$ cat src/design/tbpq_pkg.sv
`default_nettype none
package tbpq_pkg;

    localparam int HANDLE_W   = 16;
    localparam int LEN_W      = 16;
    localparam int ETYPE_W    = 16;
    localparam int TRAFFIC_W  = 8;
    localparam int ACTION_W   = 2;
    localparam int STATUS_W   = 3;
    localparam int BAND_W     = 2;
    localparam int PRIO_W     = 4;
    localparam int CNT_W      = 11;
    localparam int BACKLOG_W  = 26;
    localparam int PKTS_W     = 32;
    localparam int BYTES_W    = 64;
    localparam int MAP_W      = 32;
    localparam int WORD_W     = HANDLE_W + LEN_W;
    localparam int CFG_IDX_W  = 8;
    localparam int CFG_DATA_W = 32;

    localparam int BAND_COUNT        = 3;
    localparam int MAX_VLAN_TAGS     = 2;
    localparam int DEF_QUEUE_DEPTH   = 1024;

    localparam logic [BAND_W-1:0]  BAND_LAST   = 2'd2;
    localparam logic [ETYPE_W-1:0] ETYPE_VLAN  = 16'h8100;
    localparam logic [ETYPE_W-1:0] ETYPE_IPV4  = 16'h0800;
    localparam logic [ETYPE_W-1:0] ETYPE_IPV6  = 16'h86DD;

    localparam logic [CNT_W-1:0] LIMIT_RESET = 11'd1024;
    localparam logic [MAP_W-1:0] MAP_RESET   = 32'h5555_09A9;

    localparam logic [CFG_IDX_W-1:0] REG_QUEUE_LIMIT = 8'd0;
    localparam logic [CFG_IDX_W-1:0] REG_BAND_MAP    = 8'd1;

    typedef enum logic [ACTION_W-1:0] {
        ACT_ENQUEUE = 2'd0,
        ACT_DEQUEUE = 2'd1,
        ACT_PEEK    = 2'd2,
        ACT_RESET   = 2'd3
    } action_t;

    typedef enum logic [STATUS_W-1:0] {
        ST_ENQUEUED   = 3'd0,
        ST_DROPPED    = 3'd1,
        ST_DEQUEUED   = 3'd2,
        ST_EMPTY      = 3'd3,
        ST_PEEKED     = 3'd4,
        ST_RESET_DONE = 3'd5
    } status_t;

    typedef struct packed {
        logic [ACTION_W-1:0]  action;
        logic [HANDLE_W-1:0]  packet_handle;
        logic [LEN_W-1:0]     packet_length;
        logic [ETYPE_W-1:0]   outer_ether_type;
        logic [ETYPE_W-1:0]   first_inner_ether_type;
        logic [ETYPE_W-1:0]   second_inner_ether_type;
        logic [TRAFFIC_W-1:0] traffic_byte;
        logic                 header_complete;
    } req_t;

    typedef struct packed {
        logic [STATUS_W-1:0]  status;
        logic [HANDLE_W-1:0]  out_handle;
        logic [LEN_W-1:0]     out_length;
        logic [BAND_W-1:0]    band_used;
        logic [CNT_W-1:0]     total_queued;
        logic [BACKLOG_W-1:0] backlog_total;
        logic [PKTS_W-1:0]    sent_packets;
        logic [BYTES_W-1:0]   sent_bytes;
    } rsp_t;

    // outcome of the queue control stage, finished by the stats stage
    typedef struct packed {
        status_t           status;
        logic [BAND_W-1:0] band;
        logic              use_mem;
        logic              enq;
        logic              deq;
        logic              clr;
        logic [LEN_W-1:0]  length;
        logic [CNT_W-1:0]  total;
    } ctrl_res_t;

endpackage
`default_nettype wire

$ cat src/design/tbpq_stats.sv
`default_nettype none
module tbpq_stats (
    input  wire logic                        clk,
    input  wire logic                        rst_n,
    input  wire logic                        go,
    input  wire tbpq_pkg::ctrl_res_t         res,
    input  wire logic [tbpq_pkg::WORD_W-1:0] rd_word,
    output tbpq_pkg::rsp_t                   rsp_next
);

    logic [tbpq_pkg::BACKLOG_W-1:0] backlog_reg;
    logic [tbpq_pkg::BACKLOG_W-1:0] backlog_next;
    logic [tbpq_pkg::PKTS_W-1:0]    pkts_reg;
    logic [tbpq_pkg::PKTS_W-1:0]    pkts_next;
    logic [tbpq_pkg::BYTES_W-1:0]   bytes_reg;
    logic [tbpq_pkg::BYTES_W-1:0]   bytes_next;
    logic [tbpq_pkg::HANDLE_W-1:0]  ohandle;
    logic [tbpq_pkg::LEN_W-1:0]     olength;

    always_comb
    begin
        ohandle = res.use_mem ? rd_word[tbpq_pkg::WORD_W-1:tbpq_pkg::LEN_W] : '0;
        olength = res.use_mem ? rd_word[tbpq_pkg::LEN_W-1:0] : '0;

        backlog_next = backlog_reg;
        pkts_next    = pkts_reg;
        bytes_next   = bytes_reg;
        if (res.clr)
        begin
            backlog_next = '0;
        end
        else if (res.enq)
        begin
            backlog_next = backlog_reg + tbpq_pkg::BACKLOG_W'(res.length);
        end
        else if (res.deq)
        begin
            backlog_next = backlog_reg - tbpq_pkg::BACKLOG_W'(olength);
            pkts_next    = pkts_reg + 1'b1;
            bytes_next   = bytes_reg + tbpq_pkg::BYTES_W'(olength);
        end

        rsp_next.status        = res.status;
        rsp_next.out_handle    = ohandle;
        rsp_next.out_length    = olength;
        rsp_next.band_used     = res.band;
        rsp_next.total_queued  = res.total;
        rsp_next.backlog_total = backlog_next;
        rsp_next.sent_packets  = pkts_next;
        rsp_next.sent_bytes    = bytes_next;
    end

    always_ff @(posedge clk or negedge rst_n)
    begin
        if (!rst_n)
        begin
            backlog_reg <= '0;
            pkts_reg    <= '0;
            bytes_reg   <= '0;
        end
        else if (go)
        begin
            backlog_reg <= backlog_next;
            pkts_reg    <= pkts_next;
            bytes_reg   <= bytes_next;
        end
    end

endmodule
`default_nettype wire

$ cat config.mk
export PLATFORM = sky130hd
export DESIGN_NAME = tbpq_stats
export DESIGN_NICKNAME = d
export VERILOG_FILES = /design/src/design/tbpq_pkg.sv /design/src/design/tbpq_stats.sv
export SDC_FILE = /design/constraint.sdc
export NUM_CORES = 1
export LEC_CHECK = 0
export ABC_AREA = 1
export ABC_CLOCK_PERIOD_IN_PS = 6150
export BUFFER_PORTS_ARGS = -buffer_cell sky130_fd_sc_hd__buf_2
export CORE_UTILIZATION = 36
export CTS_BUF_LIST = sky130_fd_sc_hd__clkbuf_8
export DETAILED_ROUTE_END_ITERATION = 10
export MAX_ROUTING_LAYER = met4
export PLACE_DENSITY = 0.67
export SLEW_MARGIN = 20
export SYNTH_ARGS = -nofsm -noshare
export SYNTH_HDL_FRONTEND = slang
export SYNTH_SLANG_ARGS = --single-unit
export TNS_END_PERCENT = 100
$ cat constraint.sdc
create_clock -name clk -period 6.15 [get_ports clk]
set_input_delay 0.9225 -clock clk [delete_from_list [all_inputs] [get_ports clk]]
set_output_delay 0.9225 -clock clk [all_outputs]
set_load 0.02 [all_outputs]
## After elaboration in Yosys (flattened, before gate mapping)

Index checks and enable logic that the tools add are counted.

- Register bits: 122
- Output and inout port bits: 170
- Logic and storage cells: 18

- $add $sub $neg: 4
- Mux-type cells: 11

Operator list:

| cell | number |
|---|---|
| $mux 64 | 3 |
| $mux 32 | 3 |
| $mux 26 | 3 |
| $add 64x16->64 | 1 |
| $add 32x1->32 const B | 1 |
| $mux 16 | 2 |
| $add 26x16->26 | 1 |
| $sub 26x16->26 | 1 |

## Logic depth before layout (Yosys ltp)

- Depth after elaboration: 5
- Gate-level depth with buffers: 18

## Worst setup path after synthesis

Ideal clock, no wire load.

- Kind: input-to-output
- Start point: input port res[30] in the netlist's numbering
- End point: output port rsp_next[13] in the netlist's numbering
- Arrival: 3.004 ns
- Slack: 2.223 ns
- Stages on the path: 13
- Path buffers: 1
- Path through: clkbuf_1 > nand2_1 > inv_1 > ha_1 > a21oi_1 > nand2_1 > nand2_1 > nand2_1 > nand3_1 > nand2_1 > o21ai_0 > inv_1 > a21boi_0

RTL lines:

| element | line | text |
|---|---|---|
| start: declaration | tbpq_stats.sv:6 | `input wire tbpq_pkg::ctrl_res_t res,` |
| end: declaration | tbpq_stats.sv:8 | `output tbpq_pkg::rsp_t rsp_next` |

==> impl_metrics.toml <==
[run_status]
status = "complete, no violations"

[cells_and_area]
final_nets = 2331
fin_area_sq_um = 13890
diodes = 0
area_delta_synth_final_pct = 13.76
fin_cells = 2669
drive_gt1_share_pct = 13.87
largest_reg_flops = 64

[cts]
htreeDepth = 4
clk_latency_ps = 490
cts.repair.resized = 0
clock-sinks = 122
holdBufCountCts = 0
cts_tree = "yes"
cts_setup_buffers = 0
clockBufferDepth = 2
cts_root_buffer = "clkbuf_8"
cts_buffers = 17
clk_pin_slew_worst_paths_ps = 90

[timing]
hold_viol = 0
fmax_mhz = 209.9
finClkSkew_ps = 24.68
max_slew_margin_pct = 34.34
drv_slew = 0
finalCritPeriodShare_pct = 77.47
setup_viol = 0
final.min_clock_period_ps = 4764
holdWs_ps = 241.9
rsz0062_at_grt = "no"
fin_setup_tns_ps = 0
worstMarginPinSlew_ps = 984.9

[min_path]
min_path_type = "input pin to asynchronous set/reset pin"

[synthesis]
postSynthNetCount = 2172
ys.flop_type = "dfrtp_1"
netlist_top_cells_count = "nand2_1 (748), inv_1 (308), nand3_1 (166)"
yosysMostFrequentCell = "nand2_1"
ys_seq_area_share_pct = 25.01
synth_top_area_share_pct = 25.01
ys_warn_count = 0
synth_edf_count = 0
synth-seq-cells = 122
synth_cells = 2049
avgSynthCellArea_sq_um = 5.957
ys_async_sr_fraction_pct = 100.0
ys_types = 47
yosys.area.top_type = "dfrtp_1"
synthTopCellsByArea = "dfrtp_1 (25%), nand2_1 (23%), inv_1 (9.5%), nand3_1 (6.8%), ha_1 (5.0%)"
syn_area_sq_um = 12210

[power]
p_per_area_nw_per_um2 = 235.1
power_mw = 3.265
p_leak_nw = 7.778
vdd_drop_max_v = 0.0001445

[placement]
place_hpwl_mm = 33.53
portBuffers = 208
place_inst = 2637
place_congestion = 0.9697
post_dp_cell_area_sq_um = 13480

[global_routing]
grt_max_degree = 89
overflow = 0
grt_pass1_wl_mm = 67.25
grt_pass1_vias = 12660
antenna_found_initial = 0
track_usage_pct = 25.78

[routing]
wl_met2_mm = 20.21
vias = 13590
drc = 0
drt_pass1_iterations = 5
wl_met3_mm = 2.827
wl_mm = 42.99
wl_per_cell_microns = 16.11
ant_nets = 0
wirelength_met1_mm = 19.14
drtIter0Drc = 1062
top_layer_used = "met4"
vias_per_cell = 5.091

[floorplan]
start_util_pct = 36.49
die_area_sq_um = 34650
core_region_area_sq_um = 33450
row_count = 67
die_w_microns = 186.1
pin_count = 241
fp.dieH_microns = 186.1

[critical_path]
critPathKind = "input pin to primary output"
path_buf_inv = 4
worstPathCellList = "buf_2 > nand2_1 > inv_1 > ha_1 > a21oi_1 > o21ai_0 > inv_1 > nand2_1 > nand2_1 > nand3_1 > nand3_1 > nand2_1 > and2_1 > buf_2"
critical_path.startpoint = "res[30]"
worstPathArrival_ps = 3840
end_kind = "primary output"
cp_max_fo = 32
start_kind = "input pin"
slowest_stage = "nand3_1"
r2r_start = "bytes_reg[0]"
crit_path_frequent_cell = "nand2_1"
cp_top_family = "simple AND/OR/NAND/NOR gates"
required_ps = 5230
cpPeakStageDelay_ps = 500

[job]
cap_violations = 0
[per-layer routing]
metal,GRT usage [%],vias up
met3,4.478,43
met5,-,-
li1,-,6801
met1,32.44,6309
met2,42.43,435
met4,7.049,0
[kinds of logic (layout without fill, tap and decap cells)]
group,Yosys count,count (layout),synth area share [%]
AND/OR/NAND/NOR,1262,1262,45.52
buffers and inverters,391,563,13.02
AO/OA/AOI/OAI,176,176,7.513
flip-flops,122,122,25.01
adder cells (fa/ha/maj),52,52,5.515
XOR/XNOR,46,46,3.424
[power breakdown]
group	total [mW]	internal (mW)	switching, mW
Sequential	1.05	0.904	0.150
Clock	0.807	0.380	0.427
Combinational	1.40	0.453	0.950
[through the flow]
step	utilization, %	setup WS, ps
6_report	41.51	1386
5_1_grt	41.51	961.4
4_1_cts	41.51	1363
3_5_place_dp	40.29	1368
3_3_place_gp	40.29	1465
2_1_floorplan	-	2223
[layout by cell type, fill, tap and decap left out, types with 6 or more instances in the layout]
cell      netlist  routed
and2_1         16      16
nor2_2         11      11
nand3b_1        8       8
ha_1           49      49
nand3_1       166     166
buf_4          23       8
nand2_1       748     748
xnor2_1         6       6
nand2_2         8       8
o21ai_0        83      83
xor2_1         38      38
o21ai_1        20      20
nand4_1        74      74
and3_1         11      11
clkbuf_8        0      18
nor3_1         43      43
dfrtp_1       122     122
nor3_2          8       8
nor4_1          7       7
or2_2           9       9
a21oi_1        58      58
inv_2           7       7
inv_1         308     309
buf_2          10     206
nor2_1        133     133
[path summary, 6_finish.rpt]
path                                        end  slack [ps]  cells past startpoint
worst max-delay path               rsp_next[59]        1390                     14
worst min-delay path            backlog_reg[16]         240                      1
worst min register to register    bytes_reg[62]         510                      2
max in group asynchronous         bytes_reg[51]        4720                      2
min in group clk                  bytes_reg[62]         510                      2
worst max register to register    bytes_reg[38]        3450                     12
[final cells by class]
type / instances / area [sq um]
repair buffers: 215 / 1111
multi-input cells: 1536 / 7565
flip-flops and latches: 122 / 3053
clock buffers: 18 / 247.7
well taps: 448 / 560.5
fillers: 3679 / 19560
inverters: 316 / 1187
clock inverters: 14 / 161.4
(Power assumes the default switching activity.)
